## config.mk

```make
export PLATFORM = sky130hd
export DESIGN_NAME = button_digit_entry_editor_core_flat
export DESIGN_NICKNAME = d
export VERILOG_FILES = /design/src/hw/rtl/bde_pkg.sv /design/src/hw/rtl/bde_if.sv /design/src/hw/rtl/bde_alu.sv /design/src/hw/rtl/button_digit_entry_editor_core.sv /design/src/flat_wrapper.sv
export SDC_FILE = /design/constraint.sdc
export NUM_CORES = 1
export LEC_CHECK = 0
export BUFFER_PORTS_ARGS = -buffer_cell sky130_fd_sc_hd__buf_4
export CAP_MARGIN = 15
export CORE_ASPECT_RATIO = 0.9
export CORE_UTILIZATION = 50
export CTS_BUF_LIST = sky130_fd_sc_hd__clkbuf_4 sky130_fd_sc_hd__clkbuf_8
export DETAILED_ROUTE_END_ITERATION = 7
export GPL_TIMING_DRIVEN = 0
export PLACE_DENSITY = 0.67
export SYNTH_ARGS = -nofsm -noshare
export SYNTH_HDL_FRONTEND = slang
export SYNTH_SLANG_ARGS = --single-unit
```

## constraint.sdc

```tcl
create_clock -name clk -period 28.4 [get_ports clk]
set_input_delay 4.26 -clock clk [delete_from_list [all_inputs] [get_ports clk]]
set_output_delay 4.26 -clock clk [all_outputs]
set_load 0.05 [all_outputs]
```

## src/hw/rtl/bde_pkg.sv

```systemverilog
// Shared types, codes and constants of the button digit entry editor.
package bde_pkg;

	localparam int WORD_W     = 32;
	localparam int RADIX_W    = 5;
	localparam int DIGIT_W    = 4;
	localparam int COUNT_W    = 4;
	localparam int LIMIT_W    = 16;
	localparam int IDLE_W     = 17;
	localparam int CURSOR_W   = 3;
	localparam int BUTTON_W   = 3;
	localparam int STATUS_W   = 2;
	localparam int CFG_IDX_W  = 2;
	localparam int DIV_STEPS  = 8;
	localparam int DIV_CHUNKS = WORD_W / DIV_STEPS;

	localparam logic [RADIX_W-1:0] RADIX_RST       = 5'd10;
	localparam logic [COUNT_W-1:0] DIGIT_COUNT_RST = 4'd4;
	localparam logic [LIMIT_W-1:0] IDLE_LIMIT_RST  = 16'd5000;
	localparam logic [WORD_W-1:0]  START_VALUE_RST = 32'd0;
	localparam logic [IDLE_W-1:0]  IDLE_SAT        = 17'h1FFFF;
	localparam logic [RADIX_W-1:0] RADIX_MIN       = 5'd2;
	localparam logic [RADIX_W-1:0] RADIX_MAX       = 5'd16;

	localparam logic [0:0] OP_POLL  = 1'b0;
	localparam logic [0:0] OP_START = 1'b1;

	localparam logic [BUTTON_W-1:0] KEY_NONE   = 3'd0;
	localparam logic [BUTTON_W-1:0] KEY_SELECT = 3'd1;
	localparam logic [BUTTON_W-1:0] KEY_LEFT   = 3'd2;
	localparam logic [BUTTON_W-1:0] KEY_RIGHT  = 3'd3;
	localparam logic [BUTTON_W-1:0] KEY_UP     = 3'd4;
	localparam logic [BUTTON_W-1:0] KEY_DOWN   = 3'd5;

	localparam logic [STATUS_W-1:0] ST_EDIT    = 2'd0;
	localparam logic [STATUS_W-1:0] ST_SELECT  = 2'd1;
	localparam logic [STATUS_W-1:0] ST_TIMEOUT = 2'd2;

	localparam logic [CFG_IDX_W-1:0] CFG_RADIX       = 2'd0;
	localparam logic [CFG_IDX_W-1:0] CFG_DIGIT_COUNT = 2'd1;
	localparam logic [CFG_IDX_W-1:0] CFG_IDLE_LIMIT  = 2'd2;
	localparam logic [CFG_IDX_W-1:0] CFG_START_VALUE = 2'd3;

	typedef enum logic [0:0] {
		ALU_DIV,
		ALU_MAC
	} alu_op_t;

	typedef struct packed {
		alu_op_t              op;
		logic [RADIX_W-1:0]   radix;
		logic [WORD_W-1:0]    word;
		logic [RADIX_W-1:0]   rem;
		logic [DIGIT_W-1:0]   digit;
	} alu_req_t;

	typedef struct packed {
		logic [WORD_W-1:0]    word;
		logic [RADIX_W-1:0]   rem;
	} alu_rsp_t;

endpackage

```

## src/hw/rtl/bde_if.sv

```systemverilog
// Valid/ready channel interfaces for the editor's input items and results.
interface bde_item_if;
	logic                          valid;
	logic                          ready;
	logic [0:0]                    opcode;
	logic [bde_pkg::BUTTON_W-1:0]  button;

	modport source (output valid, output opcode, output button, input ready);
	modport sink (input valid, input opcode, input button, output ready);
endinterface

interface bde_result_if;
	logic                          valid;
	logic                          ready;
	logic [bde_pkg::STATUS_W-1:0]  status;
	logic [bde_pkg::CURSOR_W-1:0]  cursor_position;
	logic [bde_pkg::WORD_W-1:0]    entered_value;

	modport source (output valid, output status, output cursor_position,
		output entered_value, input ready);
	modport sink (input valid, input status, input cursor_position,
		input entered_value, output ready);
endinterface

```

## src/hw/rtl/bde_alu.sv

```systemverilog
// Shared arithmetic unit: eight restoring division steps or one multiply-accumulate.
module bde_alu (
	input  bde_pkg::alu_req_t req,
	output bde_pkg::alu_rsp_t rsp
);

	always_comb begin
		logic [bde_pkg::WORD_W-1:0]  w;
		logic [bde_pkg::RADIX_W:0]   t;
		logic [bde_pkg::RADIX_W-1:0] rm;
		w  = req.word;
		rm = req.rem;
		rsp = '0;
		unique case (req.op)
			bde_pkg::ALU_DIV: begin
				// Quotient bits shift in at the bottom as dividend bits leave the top.
				for (int k = 0; k < bde_pkg::DIV_STEPS; k++) begin
					t = {rm, w[bde_pkg::WORD_W-1]};
					w = {w[bde_pkg::WORD_W-2:0], 1'b0};
					if (t >= {1'b0, req.radix}) begin
						t = t - {1'b0, req.radix};
						w[0] = 1'b1;
					end
					rm = t[bde_pkg::RADIX_W-1:0];
				end
				rsp.word = w;
				rsp.rem  = rm;
			end
			bde_pkg::ALU_MAC: begin
				rsp.word = req.word * bde_pkg::WORD_W'(req.radix)
					+ bde_pkg::WORD_W'(req.digit);
				rsp.rem  = '0;
			end
			default: begin
				rsp = '0;
			end
		endcase
	end

endmodule

```

## src/hw/rtl/button_digit_entry_editor_core.sv

```systemverilog
// Top level of the button digit entry editor: registers, digit store and sequencer.
//
// Usage. Input items arrive on the item channel (opcode, button) and each one
// yields exactly one result beat on the result channel (status,
// cursor_position, entered_value). Opcode start loads the digits from the
// start_value register in the configured radix; opcode poll is one time tick
// carrying the current button. Registers are written through cfg_wr_en,
// cfg_index and cfg_data by the user only while the block is idle; the block does not enforce this.
// Sequence. A poll edits the state in its accept cycle, then copies the digits
// and runs one multiply-accumulate per digit in use, at most MAX_DIGITS of them.
// A start first runs the shared unit as a divider, eight quotient bits a cycle,
// taking one digit off per full division of the word by the radix, then runs
// the same copy and value pass. One item is worked on at a time.
// Stalls. The result sits in an output register, so the next item can be
// accepted while a result still waits; the sequencer then holds its finished
// value until the receiver takes the waiting beat.
// Reset. arst_n clears the registers to their defaults (radix 10, four digits,
// idle limit 5000, start value 0), all digits, the cursor, the previous button
// and the idle timer.
module button_digit_entry_editor_core #(
	parameter int MAX_DIGITS = 8
) (
	input  logic                            clk,
	input  logic                            arst_n,
	input  logic                            cfg_wr_en,
	input  logic [bde_pkg::CFG_IDX_W-1:0]   cfg_index,
	input  logic [bde_pkg::WORD_W-1:0]      cfg_data,
	bde_item_if.sink                        item,
	bde_result_if.source                    result
);

	localparam int IDX_W = (MAX_DIGITS > 1) ? $clog2(MAX_DIGITS) : 1;
	localparam logic [bde_pkg::COUNT_W-1:0] MAX_N = bde_pkg::COUNT_W'(MAX_DIGITS);
	localparam logic [1:0] LAST_CHUNK = 2'(bde_pkg::DIV_CHUNKS - 1);

	typedef enum logic [2:0] {
		S_IDLE,
		S_DIV,
		S_LOAD,
		S_MAC,
		S_DONE
	} state_t;

	state_t state_q;

	// Configuration registers.
	logic [bde_pkg::RADIX_W-1:0] radix_q;
	logic [bde_pkg::COUNT_W-1:0] digit_count_q;
	logic [bde_pkg::LIMIT_W-1:0] idle_limit_q;
	logic [bde_pkg::WORD_W-1:0]  start_value_q;

	// Editor state.
	logic [bde_pkg::DIGIT_W-1:0]  digit_store_q [MAX_DIGITS];
	logic [bde_pkg::CURSOR_W-1:0] cursor_q;
	logic [bde_pkg::BUTTON_W-1:0] prev_button_q;
	logic [bde_pkg::IDLE_W-1:0]   idle_ticks_q;

	// Sequencer working registers.
	logic [bde_pkg::DIGIT_W-1:0]  mac_sr_q [MAX_DIGITS];
	logic [bde_pkg::WORD_W-1:0]   work_q;
	logic [bde_pkg::RADIX_W-1:0]  rem_q;
	logic [1:0]                   chunk_q;
	logic [bde_pkg::COUNT_W-1:0]  dig_idx_q;
	logic [bde_pkg::COUNT_W-1:0]  mac_cnt_q;
	logic [bde_pkg::STATUS_W-1:0] status_q;

	// Output register.
	logic                         out_valid_q;
	logic [bde_pkg::STATUS_W-1:0] out_status_q;
	logic [bde_pkg::CURSOR_W-1:0] out_cursor_q;
	logic [bde_pkg::WORD_W-1:0]   out_value_q;

	bde_pkg::alu_req_t alu_req;
	bde_pkg::alu_rsp_t alu_rsp;

	// Out-of-range register values are clamped into their legal ranges.
	logic [bde_pkg::RADIX_W-1:0] eff_radix;
	logic [bde_pkg::COUNT_W-1:0] eff_len;
	logic [bde_pkg::COUNT_W-1:0] len_m1;
	logic [bde_pkg::RADIX_W-1:0] radix_m1;

	always_comb begin
		if (radix_q < bde_pkg::RADIX_MIN) begin
			eff_radix = bde_pkg::RADIX_MIN;
		end else if (radix_q > bde_pkg::RADIX_MAX) begin
			eff_radix = bde_pkg::RADIX_MAX;
		end else begin
			eff_radix = radix_q;
		end
		if (digit_count_q == '0) begin
			eff_len = bde_pkg::COUNT_W'(1);
		end else if (digit_count_q > MAX_N) begin
			eff_len = MAX_N;
		end else begin
			eff_len = digit_count_q;
		end
		len_m1   = eff_len - bde_pkg::COUNT_W'(1);
		radix_m1 = eff_radix - bde_pkg::RADIX_W'(1);
	end

	logic accept;
	assign item.ready = (state_q == S_IDLE);
	assign accept     = item.valid && item.ready;

	// The finished result moves into the output register once that register is free
	// or its beat is being taken in the same cycle.
	logic out_load;
	assign out_load = (state_q == S_DONE) && (!out_valid_q || result.ready);

	// Poll edit: the idle timer counts first; a timeout freezes everything else.
	logic [bde_pkg::IDLE_W-1:0]   idle_inc;
	logic                         timed_out;
	logic                         changed;
	logic [bde_pkg::CURSOR_W-1:0] cursor_nxt;
	logic [bde_pkg::DIGIT_W-1:0]  cur_digit;
	logic [bde_pkg::DIGIT_W-1:0]  digit_nxt;
	logic                         digit_wr;
	logic [bde_pkg::STATUS_W-1:0] poll_status;

	always_comb begin
		idle_inc    = (idle_ticks_q < bde_pkg::IDLE_SAT)
			? idle_ticks_q + bde_pkg::IDLE_W'(1) : idle_ticks_q;
		timed_out   = idle_inc > bde_pkg::IDLE_W'(idle_limit_q);
		changed     = !timed_out && (item.button != prev_button_q);
		cursor_nxt  = cursor_q;
		cur_digit   = digit_store_q[cursor_q[IDX_W-1:0]];
		digit_nxt   = cur_digit;
		digit_wr    = 1'b0;
		poll_status = timed_out ? bde_pkg::ST_TIMEOUT : bde_pkg::ST_EDIT;
		if (changed) begin
			case (item.button)
				bde_pkg::KEY_SELECT: begin
					poll_status = bde_pkg::ST_SELECT;
				end
				bde_pkg::KEY_LEFT: begin
					cursor_nxt = (cursor_q == '0)
						? len_m1[bde_pkg::CURSOR_W-1:0]
						: cursor_q - bde_pkg::CURSOR_W'(1);
				end
				bde_pkg::KEY_RIGHT: begin
					cursor_nxt = ({1'b0, cursor_q} >= len_m1)
						? '0 : cursor_q + bde_pkg::CURSOR_W'(1);
				end
				bde_pkg::KEY_UP: begin
					digit_wr  = ({1'b0, cursor_q} < MAX_N);
					digit_nxt = ({1'b0, cur_digit} == radix_m1)
						? '0 : cur_digit + bde_pkg::DIGIT_W'(1);
				end
				bde_pkg::KEY_DOWN: begin
					digit_wr  = ({1'b0, cursor_q} < MAX_N);
					digit_nxt = (cur_digit == '0)
						? radix_m1[bde_pkg::DIGIT_W-1:0]
						: cur_digit - bde_pkg::DIGIT_W'(1);
				end
				default: begin
					// No button and the unused codes only clear the timer and become the previous button.
				end
			endcase
		end
	end

	// The shared unit divides while loading digits and accumulates otherwise.
	always_comb begin
		alu_req.op    = (state_q == S_DIV) ? bde_pkg::ALU_DIV : bde_pkg::ALU_MAC;
		alu_req.radix = eff_radix;
		alu_req.word  = work_q;
		alu_req.rem   = rem_q;
		alu_req.digit = mac_sr_q[0];
	end

	bde_alu u_alu (
		.req (alu_req),
		.rsp (alu_rsp)
	);

	always_ff @(posedge clk or negedge arst_n) begin
		if (!arst_n) begin
			state_q       <= S_IDLE;
			radix_q       <= bde_pkg::RADIX_RST;
			digit_count_q <= bde_pkg::DIGIT_COUNT_RST;
			idle_limit_q  <= bde_pkg::IDLE_LIMIT_RST;
			start_value_q <= bde_pkg::START_VALUE_RST;
			for (int k = 0; k < MAX_DIGITS; k++) begin
				digit_store_q[k] <= '0;
				mac_sr_q[k]      <= '0;
			end
			cursor_q      <= '0;
			prev_button_q <= bde_pkg::KEY_NONE;
			idle_ticks_q  <= '0;
			work_q        <= '0;
			rem_q         <= '0;
			chunk_q       <= '0;
			dig_idx_q     <= '0;
			mac_cnt_q     <= '0;
			status_q      <= bde_pkg::ST_EDIT;
			out_valid_q   <= 1'b0;
			out_status_q  <= bde_pkg::ST_EDIT;
			out_cursor_q  <= '0;
			out_value_q   <= '0;
		end else begin
			if (cfg_wr_en) begin
				unique case (cfg_index)
					bde_pkg::CFG_RADIX:       radix_q <= cfg_data[bde_pkg::RADIX_W-1:0];
					bde_pkg::CFG_DIGIT_COUNT: digit_count_q <= cfg_data[bde_pkg::COUNT_W-1:0];
					bde_pkg::CFG_IDLE_LIMIT:  idle_limit_q <= cfg_data[bde_pkg::LIMIT_W-1:0];
					bde_pkg::CFG_START_VALUE: start_value_q <= cfg_data;
					default: begin
					end
				endcase
			end

			if (out_load) begin
				out_valid_q <= 1'b1;
			end else if (result.ready) begin
				out_valid_q <= 1'b0;
			end

			unique case (state_q)
				S_IDLE: begin
					if (accept) begin
						if (item.opcode == bde_pkg::OP_START) begin
							for (int k = 0; k < MAX_DIGITS; k++) begin
								digit_store_q[k] <= '0;
							end
							cursor_q      <= len_m1[bde_pkg::CURSOR_W-1:0];
							prev_button_q <= item.button;
							idle_ticks_q  <= '0;
							status_q      <= bde_pkg::ST_EDIT;
							work_q        <= start_value_q;
							rem_q         <= '0;
							chunk_q       <= '0;
							dig_idx_q     <= len_m1;
							state_q       <= S_DIV;
						end else begin
							status_q <= poll_status;
							cursor_q <= cursor_nxt;
							if (changed) begin
								prev_button_q <= item.button;
								idle_ticks_q  <= '0;
							end else begin
								idle_ticks_q <= idle_inc;
							end
							if (digit_wr) begin
								digit_store_q[cursor_q[IDX_W-1:0]] <= digit_nxt;
							end
							state_q <= S_LOAD;
						end
					end
				end
				S_DIV: begin
					// Least significant digit first, written from the last index down.
					work_q  <= alu_rsp.word;
					chunk_q <= chunk_q + 2'd1;
					if (chunk_q == LAST_CHUNK) begin
						digit_store_q[dig_idx_q[IDX_W-1:0]] <=
							alu_rsp.rem[bde_pkg::DIGIT_W-1:0];
						rem_q <= '0;
						if (dig_idx_q == '0) begin
							state_q <= S_LOAD;
						end else begin
							dig_idx_q <= dig_idx_q - bde_pkg::COUNT_W'(1);
						end
					end else begin
						rem_q <= alu_rsp.rem;
					end
				end
				S_LOAD: begin
					for (int k = 0; k < MAX_DIGITS; k++) begin
						mac_sr_q[k] <= digit_store_q[k];
					end
					work_q    <= '0;
					mac_cnt_q <= eff_len;
					state_q   <= S_MAC;
				end
				S_MAC: begin
					// Most significant digit leaves the bottom of the copy each cycle.
					work_q <= alu_rsp.word;
					for (int k = 0; k < MAX_DIGITS - 1; k++) begin
						mac_sr_q[k] <= mac_sr_q[k+1];
					end
					mac_sr_q[MAX_DIGITS-1] <= '0;
					mac_cnt_q <= mac_cnt_q - bde_pkg::COUNT_W'(1);
					if (mac_cnt_q == bde_pkg::COUNT_W'(1)) begin
						state_q <= S_DONE;
					end
				end
				S_DONE: begin
					if (out_load) begin
						out_status_q <= status_q;
						out_cursor_q <= cursor_q;
						out_value_q  <= work_q;
						state_q      <= S_IDLE;
					end
				end
				default: begin
					state_q <= S_IDLE;
				end
			endcase
		end
	end

	assign result.valid           = out_valid_q;
	assign result.status          = out_status_q;
	assign result.cursor_position = out_cursor_q;
	assign result.entered_value   = out_value_q;

endmodule

```

## src/flat_wrapper.sv

```systemverilog
// flat-port wrapper written by rule: the top's interface ports become plain ports
module button_digit_entry_editor_core_flat 
#(
	parameter int MAX_DIGITS = 8
)
  (clk, arst_n, cfg_wr_en, cfg_index, cfg_data, item_valid, item_opcode, item_button, item_ready, result_valid, result_status, result_cursor_position, result_entered_value, result_ready);
  bde_item_if item_i ();
  bde_result_if result_i ();
  input  logic clk;
  input  logic arst_n;
  input  logic cfg_wr_en;
  input  logic [bde_pkg::CFG_IDX_W-1:0] cfg_index;
  input  logic [bde_pkg::WORD_W-1:0] cfg_data;
  input wire logic [$bits(item_i.valid)-1:0] item_valid;
  input wire logic [$bits(item_i.opcode)-1:0] item_opcode;
  input wire logic [$bits(item_i.button)-1:0] item_button;
  output wire logic [$bits(item_i.ready)-1:0] item_ready;
  output wire logic [$bits(result_i.valid)-1:0] result_valid;
  output wire logic [$bits(result_i.status)-1:0] result_status;
  output wire logic [$bits(result_i.cursor_position)-1:0] result_cursor_position;
  output wire logic [$bits(result_i.entered_value)-1:0] result_entered_value;
  input wire logic [$bits(result_i.ready)-1:0] result_ready;
  assign item_i.valid = item_valid;
  assign item_i.opcode = item_opcode;
  assign item_i.button = item_button;
  assign item_ready = item_i.ready;
  assign result_valid = result_i.valid;
  assign result_status = result_i.status;
  assign result_cursor_position = result_i.cursor_position;
  assign result_entered_value = result_i.entered_value;
  assign result_i.ready = result_ready;
  button_digit_entry_editor_core #(.MAX_DIGITS(MAX_DIGITS)) u_core (.clk(clk), .arst_n(arst_n), .cfg_wr_en(cfg_wr_en), .cfg_index(cfg_index), .cfg_data(cfg_data), .item(item_i), .result(result_i));
endmodule
```

* After elaboration in Yosys (flattened, before gate mapping) *
Cells that the tools add are included.

word-level totals
  logic and storage cells = 222
  bits of input ports = 43
  bits in registers = 234
  output and inout port bits = 39

cells by class
  reductions and logical operators = 35
  bitwise operators = 2
  magnitude comparators = 18
  add/sub/neg operators = 19
  mux-type cells = 89
  eq/ne operators = 24
  multipliers = 1

operator list
  operator                                          count
  two-way mux 32 bit                                6
  case mux 32 bit (2 select lines)                  2
  two-way mux 5 bit                                 20
  case mux 32 bit (3 select lines)                  1
  case mux 37 bit (2 select lines)                  1
  bitwise mux 32 bit                                2
  two-way mux 4 bit                                 13
  two-way mux 17 bit                                3
  greater-or-equal comparator 6 x 5 -> 1 bit        8
  subtractor 5 bit                                  8
  two-way mux 3 bit                                 11
  adder 32 x 4 -> 32 bit                            1
  multiplier 32 x 5 -> 32 bit                       1
  demux 4 bit (select 3 bit)                        2
  case mux 4 bit (2 select lines)                   3
  adder 17 x 1 -> 17 bit, second input constant     1
  > comparator 17 x 16 -> 1 bit                     1
  < comparator 17 bit, second input constant        1
  subtractor 4 x 1 -> 4 bit, second input constant  4
  case mux 3 bit (5 select lines)                   1
  two-way mux 2 bit                                 7
  two-way mux 1 bit                                 13
  binary-select mux 4 bit (select 3 bit)            1
  == test 3 x 2 -> 1 bit, second input constant     4
  38 further kinds                                  73

* Depth between registers and ports, before layout *
Gate-level depths: netlist of run 1.

  depth after elaboration = 30
  depth in mapped cells = 69
  mapped depth without buffers = 63

* Hierarchy *
From an unflattened synthesis of run 1, not the netlist that was laid out.

unflattened totals
  cell total of the unflattened synthesis = 1983
  area total of the unflattened synthesis = 19010.7 µm²

by module, submodules not included
  module                          cells an instance  times used  area an instance (µm²)  seq. area each (µm²)
  button_digit_entry_editor_core  1133               1           11856.4                 5865.6
  bde_alu                         850                1           7154.4                  0.0

* Worst setup path after synthesis of run 1 *
OpenSTA, ideal clock, no wires.

  path kind = register -> register
  start point = register u_core.radix_q[4] in the netlist's numbering
  end point = register u_core.digit_store_q[6] in the netlist's numbering
  required time = 28.236 ns
  slack = 14.113 ns
  stages on the path, launching flop included = 66
  clock period less this slack = 14.287 ns
  buffers on the path = 5
  setup time = 0.164 ns
  arrival time = 14.124 ns
  path through = dfrtp_1 -> inv_1 -> o311a_1 -> clkbuf_1 -> ha_1 -> fa_1 -> a21oi_2 -> nor2_2 -> mux2i_1 -> inv_1 -> ha_1 -> a21oi_1 -> o21ai_0 -> a21oi_1 -> o21ai_4 -> buf_2 -> nor2_1 -> a21oi_1 -> [... 30 more ...] -> a21o_1 -> a21oi_1 -> nand2_1 -> a21oi_1 -> and2_1 -> buf_2 -> buf_2 -> mux2_2 -> ha_1 -> inv_1 -> o21bai_1 -> a21o_1 -> a21oi_1 -> nand2b_1 -> mux2_2 -> a21oi_2 -> a211o_1 -> a31oi_1

between the ends
  word-level cells in the longest chain between the ends = 30
  elaborated cells between the ends (all ways) = 49
  those cells by class = add/sub: 9; order compare: 10; eq/ne: 1; mux: 29

RTL lines
  what                                                                                   RTL line                               text
  from (decl)                                                                            button_digit_entry_editor_core.sv:47   logic [bde_pkg::RADIX_W-1:0] radix_q;
  from (signal assigned)                                                                 button_digit_entry_editor_core.sv:179  radix_q <= bde_pkg::RADIX_RST;
  from (signal assigned)                                                                 button_digit_entry_editor_core.sv:203  bde_pkg::CFG_RADIX: radix_q <= cfg_data[bde_pkg::RADIX_W-1:0];
  > comparator 5 bit                                                                     button_digit_entry_editor_core.sv:85   end else if (radix_q > bde_pkg::RADIX_MAX) begin
  two-way mux 5 bit                                                                      button_digit_entry_editor_core.sv:85
  two-way mux 5 bit (*)                                                                  button_digit_entry_editor_core.sv:83   if (radix_q < bde_pkg::RADIX_MIN) begin
  subtractor 5 bit / greater-or-equal comparator 6 x 5 -> 1 bit (equally long branches)  bde_alu.sv:21, bde_alu.sv:20
  two-way mux 5 bit                                                                      bde_alu.sv:20                          if (t >= {1'b0, req.radix}) begin
  two-way mux 5 bit                                                                      bde_alu.sv:14                          unique case (req.op)
  subtractor 5 bit / greater-or-equal comparator 6 x 5 -> 1 bit (equally long branches)  bde_alu.sv:21, bde_alu.sv:20
  two-way mux 5 bit                                                                      bde_alu.sv:20
  [... 14 more ...]                                                                      -
  two-way mux 5 bit                                                                      bde_alu.sv:20
  two-way mux 5 bit                                                                      bde_alu.sv:14
  subtractor 5 bit / greater-or-equal comparator 6 x 5 -> 1 bit (equally long branches)  bde_alu.sv:21, bde_alu.sv:20
  two-way mux 5 bit                                                                      bde_alu.sv:20
  case mux 37 bit (2 select lines)                                                       bde_alu.sv:14
  bitwise mux 32 bit                                                                     button_digit_entry_editor_core.sv:255  digit_store_q[dig_idx_q[IDX_W-1:0]] <=
  two-way mux 32 bit                                                                     button_digit_entry_editor_core.sv:254  if (chunk_q == LAST_CHUNK) begin
  case mux 32 bit (2 select lines) (*)                                                   button_digit_entry_editor_core.sv:218  unique case (state_q)
  to (signal, indexed assignment)                                                        button_digit_entry_editor_core.sv:244  digit_store_q[cursor_q[IDX_W-1:0]] <= digit_nxt;
  to (signal, indexed assignment)                                                        button_digit_entry_editor_core.sv:255
  to (decl)                                                                              button_digit_entry_editor_core.sv:53   logic [bde_pkg::DIGIT_W-1:0] digit_store_q [MAX_DIGITS];

Mark *: on every way between the ends. The rest lies on a longest branch, timed or not. The select of a mux whose other input is x is not followed.
A chain may end at the register's enable or synchronous reset.

* Final worst setup path of run 1 *
  start point = register u_core.radix_q[3] in the netlist's numbering
  end point = register u_core.digit_store_q[7] in the netlist's numbering

The elaborated chain is that of the path after synthesis.

==> flow_metrics.tcl, run 1 <==
set metrics [dict create \
    synth_edf_count 0 \
    postCtsSetupBuffers 0 \
    max_stage_delay_ps 770 \
    grt_max_degree 111 \
    final_common_cell "nand2_1" \
    nNetsFinal 2453 \
    htreeDepth 2 \
    dr.pass1.iters 6 \
    synth-seq-cells 234 \
    dp_cells 2611 \
    cp.arrival_ps 19040 \
    ant_nets 0 \
    numCtsBuffers 45 \
    max_freq_mhz 53.9 \
    rsz0062_at_grt "false" \
    setup_viol 0 \
    drv_slew 0 \
    hold_start "u_core.mac_sr_q[2]$_DFFE_PN0P_" \
    clk_pin_slew_ps 60 \
    grt_pass1_vias 16000 \
    finish.utilization 0.571 \
    seq_area_frac_synth 0.309 \
    end_kind "register" \
    fin_skew_ps 27.5 \
    netlist_instances 2044 \
    die-width_um 208 \
    crit_buf_inv 9 \
    post-route-drc-count 0 \
    vias 16000 \
    min_period_ps 18540 \
    insertion_delay_ps 630 \
    finalCritPeriodShare 0.653 \
    tightest_slew_ps 1170 \
    cts_sinks 234 \
    clockBufferDepth 3 \
    die_y_um 187 \
    pin_count 82 \
    worstSetupPathType "register to register" \
    slowest_stage "a221oi_2" \
    hpwlAfterDp_mm 43.0 \
    drt_iter0_markers 1406 \
    avgSynthCellArea_sq_um 9.30 \
    syn-num-nets 2322 \
    reg2reg_from "u_core.radix_q[3]$_DFFE_PN1P_" \
    hp-class "register to register" \
    area_growth_pct 12.0 \
    stdcell_count 2694 \
    setup_slack_ps 9860 \
    grt_overflow 0 \
    wl_per_cell_um 21.1 \
    cts_resized 0 \
    ys.flop_type "dfrtp_1" \
    async_flop_share 1.00 \
    wl_mm 56.9 \
    coreArea_sq_um 37300 \
    place_ws_ps 10230 \
    critPathLaunch "u_core.radix_q[3]$_DFFE_PN1P_" \
    antenna_found_initial 0 \
    via_per_inst 5.94 \
    crit_top_cell "a21oi_1" \
    outcome "complete, no violations" \
    grt_util_all_layers 0.301 \
    critPathMaxFanout 10 \
    tns_ps 0 \
    mostFrequentLayoutCells "nand2_1, dfrtp_1, inv_1, nor2_1, ha_1" \
    hold_viol_final 0 \
    synth_cell_types 93 \
    place.gp.congestion 0.935 \
    synth.cell_area_sq_um 19000 \
    drive_above_1_share 0.150 \
    start_kind "register" \
    root_buffer "clkbuf_8" \
    rows 67 \
    cap_violations 0 \
    initial_core_util 0.510 \
    grt_pass1_wl_mm 90.5 \
    tritoncts "done" \
    ctsHoldBuffers 0 \
    cp.required_ps 28890 \
    synth_warnings 0 \
    crit_family "compound AO/OA/AOI/OAI gates" \
    n_antenna_cell 0 \
    maxSlewHeadroom 0.219 \
    die_area_sq_um 38800 \
    port_buffers 80 \
]
worst paths after layout:
path / end / slack (ps) / cells past startpoint
min in group asynchronous: u_core.result.entered_value[15]$_DFFE_PN0P_ / 3570 / 1
hold reg to reg: u_core.mac_sr_q[2]$_DFFE_PN0P_ / 470 / 2
hold / removal: u_core.mac_sr_q[2]$_DFFE_PN0P_ / 470 / 2
setup / recovery: u_core.digit_store_q[7]$_DFFE_PN0P_ / 9860 / 66
max in group asynchronous: u_core.mac_cnt_q[1]$_DFFE_PN0P_ / 23880 / 2
setup reg to reg: u_core.digit_store_q[7]$_DFFE_PN0P_ / 9860 / 66
metal layers:
layer  global-route usage  wire, um
met5                    0         0
met4               0.0918      1640
met3               0.0722      4840
met2                0.457     24600
met1                0.423     25800
final cells by class:
class                           instances  area [sq um]
Fill cell                            3350         16000
Tap cell                              483           604
Clock buffer                           73           886
Sequential cell                       234          5870
Buffer                                 83           338
Multi-Input combinational cell       1575         12200
Timing Repair Buffer                   84           686
Clock inverter                         10           108
Inverter                              152           571
sequential cells by signal, indices dropped and copies added (netlist names), 5 cells and up:
| register | count |
|---|---|
| u_core.digit_store_q | 32 |
| u_core.rem_q | 5 |
| u_core.idle_limit_q | 16 |
| u_core.mac_sr_q | 28 |
| u_core.result.entered_value | 32 |
| u_core.work_q | 32 |
| u_core.idle_ticks_q | 17 |
| u_core.radix_q | 5 |
| u_core.start_value_q | 32 |
cell usage after synthesis (29+ instances only):
library cell	number	area [sq um]
a31oi_1	30	188
nor2_1	141	529
a21oi_1	131	656
a21o_1	29	218
o21ai_0	107	536
mux2_2	97	1090
inv_1	149	559
mux2i_1	62	621
clkbuf_1	64	240
and2_1	55	344
nand2_1	245	920
dfrtp_1	226	5660
nand3_1	44	220
fa_1	94	1880
xnor2_1	49	429
xor2_1	29	254
ha_1	141	1760
logic make-up (layout without fill, tap and decap cells):
logic type / Yosys count / count (layout) / synth area share
AO/OA/AOI/OAI: 470 / 470 / 0.162
AND/OR/NAND/NOR: 625 / 625 / 0.154
buffers and inverters: 235 / 402 / 0.0478
multiplexers: 167 / 167 / 0.0992
adder cells (fa/ha/maj): 235 / 235 / 0.192
flip-flops: 234 / 234 / 0.309
XOR/XNOR: 78 / 78 / 0.0359
worst min-delay path, cell delays in order (launching register included):
cell	delay, ps
dfrtp_1	340
nand2_1	50
nand2_1	50
through the flow:
stage / hold slack, ps / cell area (sq um)
2_1_floorplan: 438 / 19000
5_1_grt: 502 / 21300
4_1_cts: 470 / 21300
6_report: 470 / 21300
3_3_place_gp: 451 / 20200
3_5_place_dp: 456 / 20300
Power of run 1 is not shown: default switching activity piles up to over one toggle a cycle in this logic, so the estimate is an artifact.
==> run 2, diff against run 1 <==
- ABC_AREA: default -> 1
- clock period: 28.4 -> 18.2 ns (I/O delays scaled with it)
==> run 2 against run 1 <==
  * The run now ends with design-rule violations left
  * Utilization increased by 0.27 points
  * Final area decreased by 1.5%
  * Flip-flop and latch count unchanged
  * Maximum frequency increased by 19%
  * First-iteration DRC count increased by 1.4%
  * Highest routed layer unchanged
==> flow_metrics.tcl, run 2 <==
set metrics [dict create \
    grt_pass1_vias 16600 \
    wl_per_cell_um 17.9 \
    outcome "finished with violations" \
    worstSetupPathType "register to register" \
    cap_violations 0 \
    post-route-drc-count 6 \
    top_layer "met4" \
    area_growth_pct 11.7 \
    synth-seq-cells 234 \
    drv_slew 0 \
    setup_viol 0 \
    place_ws_ps 2820 \
    rsz0062_at_grt "false" \
    via_per_inst 5.62 \
    clockBufferDepth 3 \
    synth_top_cell_area_share 0.301 \
    mostFrequentLayoutCells "nand2_1, inv_1, nor2_1, dfrtp_1, o21ai_0" \
    fin_area_sq_um 21000 \
    nFillCells 3411 \
    critPathMaxFanout 25 \
    tightest_slew_ps 1150 \
    tns_ps 0 \
    yosys-top-cells-area "dfrtp_1, nand2_1, fa_1, ha_1, inv_1" \
    pin_count 82 \
    coreArea_sq_um 36600 \
    violations "design-rule violations" \
    dp_cells 2973 \
    insertion_delay_ps 630 \
    cts_sinks 234 \
    grt_overflow 0 \
    final_common_cell "nand2_1" \
    cts_resized 0 \
    numCtsBuffers 43 \
    min_period_ps 15540 \
    grt_util_all_layers 0.292 \
    initial_core_util 0.514 \
    rows 66 \
    ant_nets 0 \
    cp.arrival_ps 16050 \
    r2r_cells 74 \
    drt_iter0_markers 1425 \
    die_y_um 186 \
    setup_slack_ps 2660 \
    drive_above_1_share 0.0899 \
    dpl_cell_area_sq_um 20100 \
    max_freq_mhz 64.3 \
    wl_met2_mm 24.4 \
    synth.cell_area_sq_um 18800 \
    grt_pass1_wl_mm 87.5 \
    cp.required_ps 18700 \
    netlist.top_cell.by_area "dfrtp_1" \
    finalCritPeriodShare 0.854 \
    ctsHoldBuffers 0 \
    fin_skew_ps 40.5 \
    r2r_setup_slack_ps 2660 \
    register_area_sq_um 5870 \
    hold_viol_final 0 \
    synth_warnings 0 \
    ys.flop_type "dfrtp_1" \
    nNetsFinal 2820 \
    tritoncts "done" \
    clk_pin_slew_ps 60 \
    whs_path_depth 2 \
    drt-met1-wl_mm 24.9 \
    multi_input_area_sq_um 11400 \
    dr.pass1.iters 7 \
    root_buffer "clkbuf_8" \
    hp-class "register to register" \
    die-width_um 206 \
    async_flop_share 1.00 \
    stdcell_count 3046 \
    crit_top_cell "inv_1" \
    avgSynthCellArea_sq_um 7.78 \
    die_area_sq_um 38400 \
    postCtsSetupBuffers 0 \
    synthTopCellsByCount "nand2_1, inv_1, nor2_1" \
    max_stage_delay_ps 800 \
    synth_edf_count 0 \
    seq_area_frac_synth 0.312 \
    yosysMostFrequentCell "nand2_1" \
    place.gp.congestion 0.932 \
    htreeDepth 2 \
    port_buffers 81 \
    synth_cell_types 53 \
    wl_met3_mm 4.04 \
    grt_max_degree 108 \
    start_kind "register" \
    slowest_stage "a21oi_1" \
    wl_mm 54.4 \
    maxSlewHeadroom 0.236 \
    vias 17100 \
    netlist_instances 2414 \
    end_kind "register" \
    n_antenna_cell 0 \
    antenna_found_initial 0 \
    hpwlAfterDp_mm 41.6 \
    syn-num-nets 2692 \
]
==> run 2: critical path: cells and delay by family, from the launching register on <==
| family | cells | cell delay (ps) |
|---|---|---|
| AND/OR/NAND/NOR | 37 | 5540 |
| AO/OA/AOI/OAI | 16 | 3670 |
| adder cells (fa/ha/maj) | 8 | 3570 |
| buffers and inverters | 13 | 2150 |
| flip-flops | 1 | 420 |
==> run 2: cells by family after synthesis <==
logic type	share of synthesized area
and+or+nand+nor	0.226
AOI/OAI and AO/OA	0.145
buffers and inverters	0.0835
adders and majority gates	0.194
DFF	0.312
xor gates and xnor gates	0.0298
muxes	0.00959
==> run 2: metal layers <==
metal	global-route usage	vias up
li1	-	8153
met5	0	-
met1	0.414	8280
met4	0.0753	0
met3	0.0466	69
met2	0.465	617
==> run 2: final cells by class <==
class                   count  share of cell area
well taps                 476              0.0284
plain buffers              67              0.0120
inverters                 351              0.0628
flip-flops and latches    234               0.280
clock inverters             6             0.00453
clock buffers              67              0.0395
repair buffers             83              0.0320
multi-input cells        1762               0.541
==> run 2: path summary, 6_finish.rpt <==
path / from / end
max in group asynchronous: arst_n / u_core.mac_sr_q[11]$_DFFE_PN0P_
min in group asynchronous: arst_n / u_core.work_q[19]$_DFFE_PN0P_
min reg2reg: u_core.result.entered_value[17]$_DFFE_PN0P_ / u_core.result.entered_value[17]$_DFFE_PN0P_
min: u_core.result.entered_value[17]$_DFFE_PN0P_ / u_core.result.entered_value[17]$_DFFE_PN0P_
max reg2reg: u_core.radix_q[4]$_DFFE_PN0P_ / u_core.digit_store_q[5]$_DFFE_PN0P_
max: u_core.radix_q[4]$_DFFE_PN0P_ / u_core.digit_store_q[5]$_DFFE_PN0P_
==> run 2: through the flow <==
| step | hold WS, ps | utilization |
|---|---|---|
| after floorplan | 447 | - |
| after global placement | 463 | 0.547 |
| after detailed placement | 474 | 0.548 |
| after CTS | 486 | 0.574 |
| after global routing | 506 | 0.574 |
| final | 484 | 0.574 |
Power of run 2 is left out for the same reason.
